--- config.mk ---
export PLATFORM = sky130hd
export DESIGN_NAME = thermal_frame_region_average
export DESIGN_NICKNAME = d
export VERILOG_FILES = /design/src/rtl/thfra_pkg.sv /design/src/rtl/thfra_cfg.sv /design/src/rtl/thfra_in_reg.sv /design/src/rtl/thfra_core.sv /design/src/rtl/thermal_frame_region_average.sv
export SDC_FILE = /design/constraint.sdc
export NUM_CORES = 1
export LEC_CHECK = 0
export BUFFER_PORTS_ARGS = -buffer_cell sky130_fd_sc_hd__clkbuf_2
export CAP_MARGIN = 20
export CORE_MARGIN = 10
export CORE_UTILIZATION = 60
export DETAILED_ROUTE_END_ITERATION = 8
export GPL_TIMING_DRIVEN = 1
export PLACE_DENSITY = 0.8
export SYNTH_ARGS = -nofsm -noshare
export SYNTH_HDL_FRONTEND = slang
export SYNTH_SLANG_ARGS = --single-unit
--- constraint.sdc ---
create_clock -name clk -period 11.9 [get_ports clk]
set_input_delay 0 -clock clk [delete_from_list [all_inputs] [get_ports clk]]
set_output_delay 0 -clock clk [all_outputs]
set_load 0.05 [all_outputs]
--- src/rtl/thfra_pkg.sv ---
// Package for the thermal frame region average block.
// Holds field widths, config register codes, the config struct and region byte positions.
// No dependencies.
package thfra_pkg;

    localparam int BYTE_W = 8;
    localparam int PIX_W  = 16;
    localparam int SUM_W  = 18;
    localparam int CFG_IDX_W  = 2;
    localparam int CFG_DATA_W = 16;

    localparam logic [BYTE_W-1:0] SYNC_BYTE_RST  = 8'd242;
    localparam logic [PIX_W-1:0]  HOT_LIMIT_RST  = 16'd900;
    localparam logic [PIX_W-1:0]  HOT_SUBST_RST  = 16'd300;

    typedef enum logic [CFG_IDX_W-1:0] {
        CFG_SYNC_BYTE = 2'd0,
        CFG_HOT_LIMIT = 2'd1,
        CFG_HOT_SUBST = 2'd2
    } cfg_idx_t;

    typedef struct packed {
        logic [BYTE_W-1:0] sync_byte;
        logic [PIX_W-1:0]  hot_limit;
        logic [PIX_W-1:0]  hot_substitute;
    } cfg_t;

    // frame byte positions of the high bytes of pixels 5, 6, 9 and 10
    localparam int REGION_PIX = 4;
    localparam int REGION_HI_BYTE [REGION_PIX] = '{13, 15, 21, 23};

    typedef enum logic [3:0] {
        PH_HUNT  = 4'b0001,
        PH_LEFT  = 4'b0010,
        PH_RIGHT = 4'b0100,
        PH_TAIL  = 4'b1000
    } phase_t;

endpackage

--- src/rtl/thfra_cfg.sv ---
// Configuration registers of the thermal frame region average block.
// Depends on thfra_pkg.
module thfra_cfg
    import thfra_pkg::*;
(
    input  logic                  clk,
    input  logic                  rst_n,
    input  logic                  cfg_valid,
    output logic                  cfg_ready,
    input  logic [CFG_IDX_W-1:0]  cfg_index,
    input  logic [CFG_DATA_W-1:0] cfg_data,
    output cfg_t                  cfg
);

    cfg_t cfg_reg;
    cfg_t cfg_next;

    assign cfg_ready = 1'b1;
    assign cfg       = cfg_reg;

    always_comb
    begin
        cfg_next = cfg_reg;
        if (cfg_valid)
        begin
            unique case (cfg_index)
                CFG_SYNC_BYTE: cfg_next.sync_byte      = cfg_data[BYTE_W-1:0];
                CFG_HOT_LIMIT: cfg_next.hot_limit      = cfg_data[PIX_W-1:0];
                CFG_HOT_SUBST: cfg_next.hot_substitute = cfg_data[PIX_W-1:0];
                default:       cfg_next = cfg_reg;
            endcase
        end
    end

    always_ff @(posedge clk or negedge rst_n)
    begin
        if (!rst_n)
        begin
            cfg_reg.sync_byte      <= SYNC_BYTE_RST;
            cfg_reg.hot_limit      <= HOT_LIMIT_RST;
            cfg_reg.hot_substitute <= HOT_SUBST_RST;
        end
        else
        begin
            cfg_reg <= cfg_next;
        end
    end

endmodule

--- src/rtl/thfra_in_reg.sv ---
// Input register of the thermal frame region average block.
// Depends on thfra_pkg.
module thfra_in_reg
    import thfra_pkg::*;
(
    input  logic              clk,
    input  logic              rst_n,
    input  logic              in_valid,
    output logic              in_stall,
    input  logic [BYTE_W-1:0] data_byte,
    input  logic              advance,
    output logic              item_vld,
    output logic [BYTE_W-1:0] item_byte
);

    logic              vld_reg;
    logic              vld_next;
    logic [BYTE_W-1:0] byte_reg;

    assign in_stall  = vld_reg & ~advance;
    assign item_vld  = vld_reg;
    assign item_byte = byte_reg;

    always_comb
    begin
        vld_next = in_stall ? 1'b1 : in_valid;
    end

    always_ff @(posedge clk or negedge rst_n)
    begin
        if (!rst_n)
        begin
            vld_reg <= 1'b0;
        end
        else
        begin
            vld_reg <= vld_next;
        end
    end

    always_ff @(posedge clk)
    begin
        if (in_valid && !in_stall)
        begin
            byte_reg <= data_byte;
        end
    end

endmodule

--- src/rtl/thfra_core.sv ---
// Frame parser, region accumulator and result register.
// Depends on thfra_pkg.
module thfra_core
    import thfra_pkg::*;
#(
    parameter int PREAMBLE_LEN = 5,
    parameter int FRAME_BYTES  = 35,
    parameter int TAIL_BYTES   = 5
)
(
    input  logic              clk,
    input  logic              rst_n,
    input  cfg_t              cfg,
    input  logic              item_vld,
    input  logic [BYTE_W-1:0] item_byte,
    output logic              advance,
    output logic              out_valid,
    input  logic              out_stall,
    output logic              side,
    output logic [SUM_W-1:0]  region_sum
);

    localparam int CW = $clog2(PREAMBLE_LEN + 1);
    localparam int IW = $clog2(FRAME_BYTES);

    phase_t            phase_reg, phase_next;
    logic [CW-1:0]     sync_cnt_reg, sync_cnt_next;
    logic [IW-1:0]     idx_reg, idx_next;
    logic [BYTE_W-1:0] low_hold_reg, low_hold_next;
    logic [SUM_W-1:0]  acc_reg, acc_next;
    logic              out_vld_reg, out_vld_next;
    logic              side_reg, side_next;
    logic [SUM_W-1:0]  sum_reg, sum_next;

    logic              frame;
    logic              produce;
    logic              region_hi;
    logic [PIX_W-1:0]  pix;
    logic [PIX_W-1:0]  pix_clamp;
    logic [SUM_W-1:0]  acc_base;
    logic [SUM_W-1:0]  acc_add;
    logic [CW-1:0]     cnt_inc;
    logic [IW-1:0]     idx_inc;

    assign out_valid  = out_vld_reg;
    assign side       = side_reg;
    assign region_sum = sum_reg;

    assign frame   = (phase_reg == PH_LEFT) || (phase_reg == PH_RIGHT);
    assign produce = frame && (idx_reg >= IW'(FRAME_BYTES - 1));
    assign advance = item_vld && (!produce || !out_vld_reg || !out_stall);

    assign cnt_inc   = sync_cnt_reg + 1'b1;
    assign idx_inc   = idx_reg + 1'b1;
    assign pix       = {item_byte, low_hold_reg};
    assign pix_clamp = (pix >= cfg.hot_limit) ? cfg.hot_substitute : pix;
    assign acc_base  = (idx_reg == '0) ? '0 : acc_reg;

    always_comb
    begin
        region_hi = 1'b0;
        for (int k = 0; k < REGION_PIX; k++)
        begin
            if (int'(idx_reg) == REGION_HI_BYTE[k])
            begin
                region_hi = 1'b1;
            end
        end
    end

    assign acc_add = region_hi ? acc_base + SUM_W'(pix_clamp) : acc_base;

    always_comb
    begin
        phase_next    = phase_reg;
        sync_cnt_next = sync_cnt_reg;
        idx_next      = idx_reg;
        low_hold_next = low_hold_reg;
        acc_next      = acc_reg;
        side_next     = side_reg;
        sum_next      = sum_reg;
        out_vld_next  = out_vld_reg & out_stall;

        if (advance)
        begin
            unique case (phase_reg)
                PH_HUNT:
                begin
                    if (item_byte == cfg.sync_byte)
                    begin
                        if (cnt_inc >= CW'(PREAMBLE_LEN))
                        begin
                            sync_cnt_next = '0;
                            phase_next    = PH_LEFT;
                            idx_next      = '0;
                            acc_next      = '0;
                        end
                        else
                        begin
                            sync_cnt_next = cnt_inc;
                        end
                    end
                    else
                    begin
                        sync_cnt_next = '0;
                    end
                end
                PH_TAIL:
                begin
                    if (idx_inc >= IW'(TAIL_BYTES))
                    begin
                        phase_next = PH_HUNT;
                        idx_next   = '0;
                    end
                    else
                    begin
                        idx_next = idx_inc;
                    end
                end
                PH_LEFT, PH_RIGHT:
                begin
                    if (idx_reg >= IW'(2) && !idx_reg[0])
                    begin
                        low_hold_next = item_byte;
                    end
                    acc_next = acc_add;
                    if (produce)
                    begin
                        out_vld_next = 1'b1;
                        side_next    = (phase_reg == PH_RIGHT);
                        sum_next     = acc_add;
                        idx_next     = '0;
                        acc_next     = '0;
                        if (phase_reg == PH_LEFT)
                        begin
                            phase_next = PH_RIGHT;
                        end
                        else if (TAIL_BYTES > 0)
                        begin
                            phase_next = PH_TAIL;
                        end
                        else
                        begin
                            phase_next = PH_HUNT;
                        end
                    end
                    else
                    begin
                        idx_next = idx_inc;
                    end
                end
                default:
                begin
                    phase_next = PH_HUNT;
                end
            endcase
        end
    end

    always_ff @(posedge clk or negedge rst_n)
    begin
        if (!rst_n)
        begin
            phase_reg    <= PH_HUNT;
            sync_cnt_reg <= '0;
            idx_reg      <= '0;
            low_hold_reg <= '0;
            acc_reg      <= '0;
            out_vld_reg  <= 1'b0;
        end
        else
        begin
            phase_reg    <= phase_next;
            sync_cnt_reg <= sync_cnt_next;
            idx_reg      <= idx_next;
            low_hold_reg <= low_hold_next;
            acc_reg      <= acc_next;
            out_vld_reg  <= out_vld_next;
        end
    end

    always_ff @(posedge clk)
    begin
        side_reg <= side_next;
        sum_reg  <= sum_next;
    end

endmodule

--- src/rtl/thermal_frame_region_average.sv ---
// Top level of the thermal frame region average block.
// Depends on thfra_pkg, thfra_cfg, thfra_in_reg and thfra_core.
//
//   channel   handshake               payload
//   in        in_valid / in_stall     data_byte
//   out       out_valid / out_stall   side, region_sum
//   cfg       cfg_valid / cfg_ready   cfg_index, cfg_data
//
// One byte per cycle while in_stall is low; a frame's last byte passes the input register,
// then reaches the result register.
// The rate is set by the single pass from the input register to the result register.
// Reset clears parser state and loads config defaults; no clearing pass.
// A stalled result blocks only the byte that would produce the next result.
module thermal_frame_region_average
    import thfra_pkg::*;
#(
    parameter int PREAMBLE_LEN = 5,
    parameter int FRAME_BYTES  = 35,
    parameter int TAIL_BYTES   = 5
)
(
    input  logic                  clk,
    input  logic                  rst_n,
    input  logic                  in_valid,
    output logic                  in_stall,
    input  logic [BYTE_W-1:0]     data_byte,
    output logic                  out_valid,
    input  logic                  out_stall,
    output logic                  side,
    output logic [SUM_W-1:0]      region_sum,
    input  logic                  cfg_valid,
    output logic                  cfg_ready,
    input  logic [CFG_IDX_W-1:0]  cfg_index,
    input  logic [CFG_DATA_W-1:0] cfg_data
);

    cfg_t              cfg;
    logic              advance;
    logic              item_vld;
    logic [BYTE_W-1:0] item_byte;

    thfra_cfg u_cfg
    (
        .clk       (clk),
        .rst_n     (rst_n),
        .cfg_valid (cfg_valid),
        .cfg_ready (cfg_ready),
        .cfg_index (cfg_index),
        .cfg_data  (cfg_data),
        .cfg       (cfg)
    );

    thfra_in_reg u_in_reg
    (
        .clk       (clk),
        .rst_n     (rst_n),
        .in_valid  (in_valid),
        .in_stall  (in_stall),
        .data_byte (data_byte),
        .advance   (advance),
        .item_vld  (item_vld),
        .item_byte (item_byte)
    );

    thfra_core
    #(
        .PREAMBLE_LEN (PREAMBLE_LEN),
        .FRAME_BYTES  (FRAME_BYTES),
        .TAIL_BYTES   (TAIL_BYTES)
    )
    u_core
    (
        .clk        (clk),
        .rst_n      (rst_n),
        .cfg        (cfg),
        .item_vld   (item_vld),
        .item_byte  (item_byte),
        .advance    (advance),
        .out_valid  (out_valid),
        .out_stall  (out_stall),
        .side       (side),
        .region_sum (region_sum)
    );

endmodule

Yosys cells after proc, flatten, opt, wreduce, memory -nomap -nowiden
Cells that the tools add are included.
Widths: inputs -> output; s select.
{ "op_classes": {"n_bitwise": 3, "muxes": 28, "shifts": 0, "addsub": 3, "n_mul": 0, "n_reduce_logical": 26, "magnitude_cmp": 5, "n_div": 0, "eq_ne": 15} }
{ "op_table": {"columns": ["op", "n"], "rows": [
  ["$mux 18", 5],
  ["$pmux 18 s2", 1],
  ["$mux 6", 4],
  ["$mux 4", 5],
  ["$add 18x16->18", 1],
  ["$pmux 6 s3", 1],
  ["$ge 16x16->1", 1],
  ["$mux 16", 1],
  ["$eq 6x5->1 const B", 2],
  ["$eq 6x6->1 const B", 2],
  ["$pmux 4 s3", 1],
  ["$eq 8x8->1", 1],
  ["$mux 1", 8],
  ["$ne 2x1->1 const B", 4],
  ["$reduce_and 2->1", 4],
  ["$reduce_and 4->1", 2],
  ["$add 6x1->6 const B", 1],
  ["$ge 6x2->1 const B", 1],
  ["$ge 6x3->1 const B", 1],
  ["$ge 6x6->1 const B", 1],
  ["$logic_not 6->1", 1],
  ["$mux 3", 2],
  ["$reduce_and 3->1", 2],
  ["$logic_not 1->1", 5],
  ["17 further kinds", 23]
]} }
{ "totals": {"regBits": 108, "wordCells": 93, "out_inout_bits": 22, "rom_bits": 0, "mem_bits_rw": 0, "latch_bits": 0, "n_memories": 0} }

Logic depth before layout (Yosys ltp)
{ "logic_depth": {"depth_word": 11, "mapped_depth": 18} }

Cells and area by module
From an unflattened synthesis, not the netlist that was laid out.
{ "unflattened": {"cells_unflattened": 549, "hier_area_um2": 6206.0} }
{ "modules_own_cells": {"columns": ["module", "area_per_inst_um2", "n_inst", "seq_area_each_um2", "cells_per_inst"], "rows": [
  ["thfra_core", 4355.4, 1, 1572.8, 449],
  ["thfra_cfg", 1552.7, 1, 1017.2, 87],
  ["thfra_in_reg", 297.8, 1, 265.3, 13]
]} }

Worst setup path before layout
OpenSTA, ideal clock, no wires.
{ "synth_path": {"path_kind": "register -> register", "from": "register u_cfg.cfg_reg, in the netlist u_cfg.cfg[16]", "to": "register u_core.acc_reg[15]", "path_stages_with_launch": 17, "setup_time_ps": 121, "required_ps": 11779, "setup_slack_ps": 7790, "synth_period_minus_slack_ps": 4110, "path_buffers": 2, "t_arrival_ps": 3989, "path_cell_list": "dfrtp_1 ha_1 nand2b_1 a21o_1 a211oi_1 o31ai_1 a211o_1 clkbuf_1 buf_2 mux2_2 ha_1 a21o_1 a21oi_1 a2111oi_1 o311ai_0 mux2_2 a22o_1"} }
{ "synth_between": {"elab_chain_len": 6} }
{ "synth_lines": {"columns": ["element", "line_no", "rtl"], "rows": [
  ["from (decl)", "thfra_cfg.sv:15", "cfg_t cfg_reg;"],
  ["from (signal assigned)", "thfra_cfg.sv:45", "cfg_reg <= cfg_next;"],
  ["$ge 16x16->1", "thfra_core.sv:56", "assign pix_clamp = (pix >= cfg.hot_limit) ? cfg.hot_substitute : pix;"],
  ["$mux 16", "thfra_core.sv:56", null],
  ["$add 18x16->18", "thfra_core.sv:71", "assign acc_add = region_hi ? acc_base + SUM_W'(pix_clamp) : acc_base;"],
  ["$mux 18", "thfra_core.sv:71", null],
  ["via u_core.acc_add[15]", "thfra_core.sv:41", "logic [SUM_W-1:0] acc_add;"],
  ["$mux 18", "thfra_core.sv:127", "if (produce)"],
  ["$pmux 18 s2", "thfra_core.sv:86", "unique case (phase_reg)"],
  ["to (signal assigned)", "thfra_core.sv:177", "acc_reg <= acc_next;"],
  ["to (decl)", "thfra_core.sv:30", "logic [SUM_W-1:0] acc_reg, acc_next;"]
]} }
The timed path passes the listed nets, and every way through them passes these cells.
A chain may end at the register's enable or synchronous reset.

Worst setup path in the final report
{ "layout_path": {"from": "register u_core.low_hold_reg[5]", "to": "register u_core.acc_reg[15]"} }
{ "layout_between": {"elab_chain_len": 6} }
{ "layout_lines": {"columns": ["element", "line_no", "rtl"], "rows": [
  ["from (decl)", "thfra_core.sv:29", "logic [BYTE_W-1:0] low_hold_reg, low_hold_next;"],
  ["from (signal assigned)", "thfra_core.sv:176", "low_hold_reg <= low_hold_next;"],
  ["$ge 16x16->1", "thfra_core.sv:56", null],
  ["$mux 16 (*)", "thfra_core.sv:56", null],
  ["$add 18x16->18 (*)", "thfra_core.sv:71", null],
  ["$mux 18 (*)", "thfra_core.sv:71", null],
  ["via u_core.acc_add[15]", "thfra_core.sv:41", null],
  ["$mux 18 (*)", "thfra_core.sv:127", null],
  ["$pmux 18 s2 (*)", "thfra_core.sv:86", null]
]} }
The timed path passes the listed nets; every way through them passes the cells marked *.

==> flow_summary.json <==
{
  "status": "completed",
  "grt_pass1_wl_um": 24340,
  "fmax_mhz": 206.4,
  "synth_cells": 565,
  "overflow": 0,
  "path_cells": "ha_1 > a21o_1 > a21o_1 > a21oi_1 > o31ai_1 > a211o_1 > mux2_2 > ha_1 > a21o_1 > nand4_1 > a2111oi_1 > o311ai_0 > mux2_2 > a22o_1",
  "route.detailed.drc": 0,
  "wl_per_cell_um": 19.15,
  "cts_setup_buffers": 0,
  "dieArea_um2": 14910,
  "setup_viol": 0,
  "critPathBufInv": 0,
  "num_rows": 37,
  "finalWeightedCongestion": 0.9338,
  "synth_area_per_cell_um2": 11.07,
  "cp.arrival_ps": 5140,
  "cts.clk_slew.worst_paths_ps": 110,
  "syn-cell-area_um2": 6253,
  "synth_area_leaders": "dfrtp_1, edfxtp_1, mux2_2",
  "pwr-share-seq": 0.448,
  "regArea_um2": 2855,
  "wirelength_um": 14880,
  "critPathMaxStageDelay_ps": 970,
  "yosysSeqAreaShare": 0.4566,
  "p_clk_frac": 0.213,
  "antenna_found_initial": 0,
  "crit_top_cell": "a21o_1",
  "cts_buffer_depth": 2,
  "yosysTopAreaCell": "dfrtp_1",
  "core_um2": 10230,
  "worstMarginPinSlew_ps": 1016,
  "grtUsageTotal": 0.2067,
  "r2r_end": "u_core.acc_reg[15]$_DFFE_PN0P_",
  "relSlewSlack": 0.3209,
  "slowest_stage": "a2111oi_1",
  "crit_required_ps": 12190,
  "multi_input_area_um2": 3149,
  "root_buffer": "clkbuf_8",
  "dieWidth_um": 122.1,
  "drv_slew": 0,
  "fin_setup_tns_ps": 0,
  "synthToLayoutAreaGrowth_pct": 13.47,
  "fillers": 730,
  "grt_pass1_vias": 4848,
  "start_util": 0.6112,
  "final_net_count": 706,
  "skew_ps": 8.925,
  "io_buffers": 51,
  "first_pass_iters": 5,
  "synth_edf_count": 27,
  "ios": 53,
  "cts_max_level": 3,
  "syn_nets": 635,
  "yosys.cell_types.count": 62,
  "p_sw_frac": 0.3591,
  "place_worst_setup_slack_ps": 7176,
  "hpwl_um": 10880,
  "via_per_inst": 6.023,
  "comb_power_share": 0.339,
  "crit_type": "register to register",
  "cts_buffers": 9,
  "worstSkewPairLatency_ps": 400,
  "clock-sinks": 108,
  "synth_top_area_frac": 0.2681,
  "power_per_cell_area_nw_per_um2": 155.1,
  "fin_crit_sh": 0.4071,
  "synth_ff_type": "dfrtp_1",
  "critPathTopFamily": "compound AO/OA/AOI/OAI gates",
  "grt_max_degree": 82,
  "switchingPower_uw": 395.0,
  "p_int_uw": 705.1,
  "async_flop_share": 0.7500,
  "hold_viol": 0,
  "rr_worst_depth": 14,
  "synth_most_common_cell": "dfrtp_1",
  "ant_nets": 0,
  "reg2reg_slack_ps": 7060,
  "cts_resized": 0,
  "p_leak_nw": 3.219,
  "vias": 4680,
  "crit_path_end_kind": "register",
  "crit_path_max_fanout": 16,
  "cts_tree": "done",
  "start_kind": "register",
  "yosysWarnings": 0,
  "post-route-min-period_ps": 4845,
  "drv_cap": 0,
  "ys_seq_elements": 108,
  "hold_path_class": "primary input to asynchronous set/reset pin",
  "n_antenna_cell": 0,
  "synthTopCellsByCount": "dfrtp_1, mux2_2, nand2_1",
  "drive_gt1_frac": 0.2527,
  "largest_reg_flops": 40,
  "fp.dieH_um": 122.1,
  "reg2reg_from": "u_core.low_hold_reg[5]$_DFFE_PN0P_",
  "rsz0062_at_grt": "no",
  "setup_slack_ps": 7055,
  "drt_iter0_markers": 344,
  "ir_worst_vdd_mv": 0.1383
}
## logic make-up after synthesis
kind of cell	count (synthesis)	synth area share
AO/OA/AOI/OAI	130	0.1477
XOR/XNOR	25	0.03501
adder cells (fa/ha/maj)	39	0.07923
buffers and inverters	59	0.04062
flip-flops	108	0.4566
multiplexers	68	0.1271
other	1	0.0005997
AND/OR/NAND/NOR	135	0.1132
## worst max-delay path by stage
stage          cells past startpoint  slack (ps)                             end                               start
2_1_floorplan                     16        7790  u_core.acc_reg[15]$_DFFE_PN0P_           u_cfg.cfg[16]$_DFFE_PN0P_
4_1_cts                           14        7140  u_core.acc_reg[15]$_DFFE_PN0P_     u_in_reg.item_byte[4]$_DFFE_PP_
5_1_grt                           15        6850  u_core.acc_reg[15]$_DFFE_PN0P_  u_core.low_hold_reg[0]$_DFFE_PN0P_
3_3_place_gp                      15        7270  u_core.acc_reg[15]$_DFFE_PN0P_  u_core.low_hold_reg[0]$_DFFE_PN0P_
6_report                          14        7060  u_core.acc_reg[15]$_DFFE_PN0P_  u_core.low_hold_reg[5]$_DFFE_PN0P_
3_5_place_dp                      15        7180  u_core.acc_reg[15]$_DFFE_PN0P_  u_core.low_hold_reg[0]$_DFFE_PN0P_
## power groups by stage
stage | clock [mW] | sequential [mW] | combinational (mW)
finish | 0.235 | 0.493 | 0.373
floorplan | 0 | 0.469 | 0.303
CTS | 0.238 | 0.492 | 0.371
detailed placement | 0 | 0.499 | 0.362
global route | 0.251 | 0.501 | 0.413
global placement | 0 | 0.496 | 0.347
## area by class of cell
| cell class | instances | share of cell area |
|---|---|---|
| multi-input cells | 398 | 0.4438 |
| flip-flops and latches | 108 | 0.4024 |
| repair buffers | 83 | 0.08253 |
| well taps | 136 | 0.02398 |
| inverters | 36 | 0.01904 |
| clock buffers | 9 | 0.01746 |
| clock inverters | 7 | 0.01076 |
## per-layer routing
layer  GRT usage  vias up  routed length, um
li1            -     2217                  -
met1      0.2412     2297               6177
met2      0.3557      127               7549
met3     0.05504       39                706
met4     0.08027        0                445
met5           0        -                  0
## what timing repair did
| action | 4_1_cts | 5_1_grt |
|---|---|---|
| hold endpoints to repair | 117 | 0 |
| hold buffers | 28 | 0 |
| endpoints found under the setup margin | 0 | 0 |
## cells in the final DEF, fill, tap and decap left out, types with 19 or more instances in the layout
master / synthesis / layout
xnor2_1: 19 / 19
ha_1: 38 / 38
nand2_1: 39 / 39
a21oi_1: 24 / 24
clkbuf_2: 0 / 50
inv_1: 36 / 36
edfxtp_1: 27 / 27
dfrtp_1: 67 / 67
dlygate4sd3_1: 0 / 28
o21ai_0: 31 / 31
mux2_2: 59 / 59
## metrics by stage
stage               instances  total power [mW]  hold slack (ps)    util  instance area [um2]
floorplan                 565            0.7720           -295.6       -                 6254
global placement          731            0.8431            178.1  0.6434                 6583
detailed placement        731            0.8606            178.7  0.6434                 6583
CTS                       775             1.101            143.9  0.6904                 7063
global route              777             1.165            19.08  0.6935                 7096
finish                    777             1.100            12.07  0.6935                 7096
No activity file was read; power rests on OpenSTA's default activity.
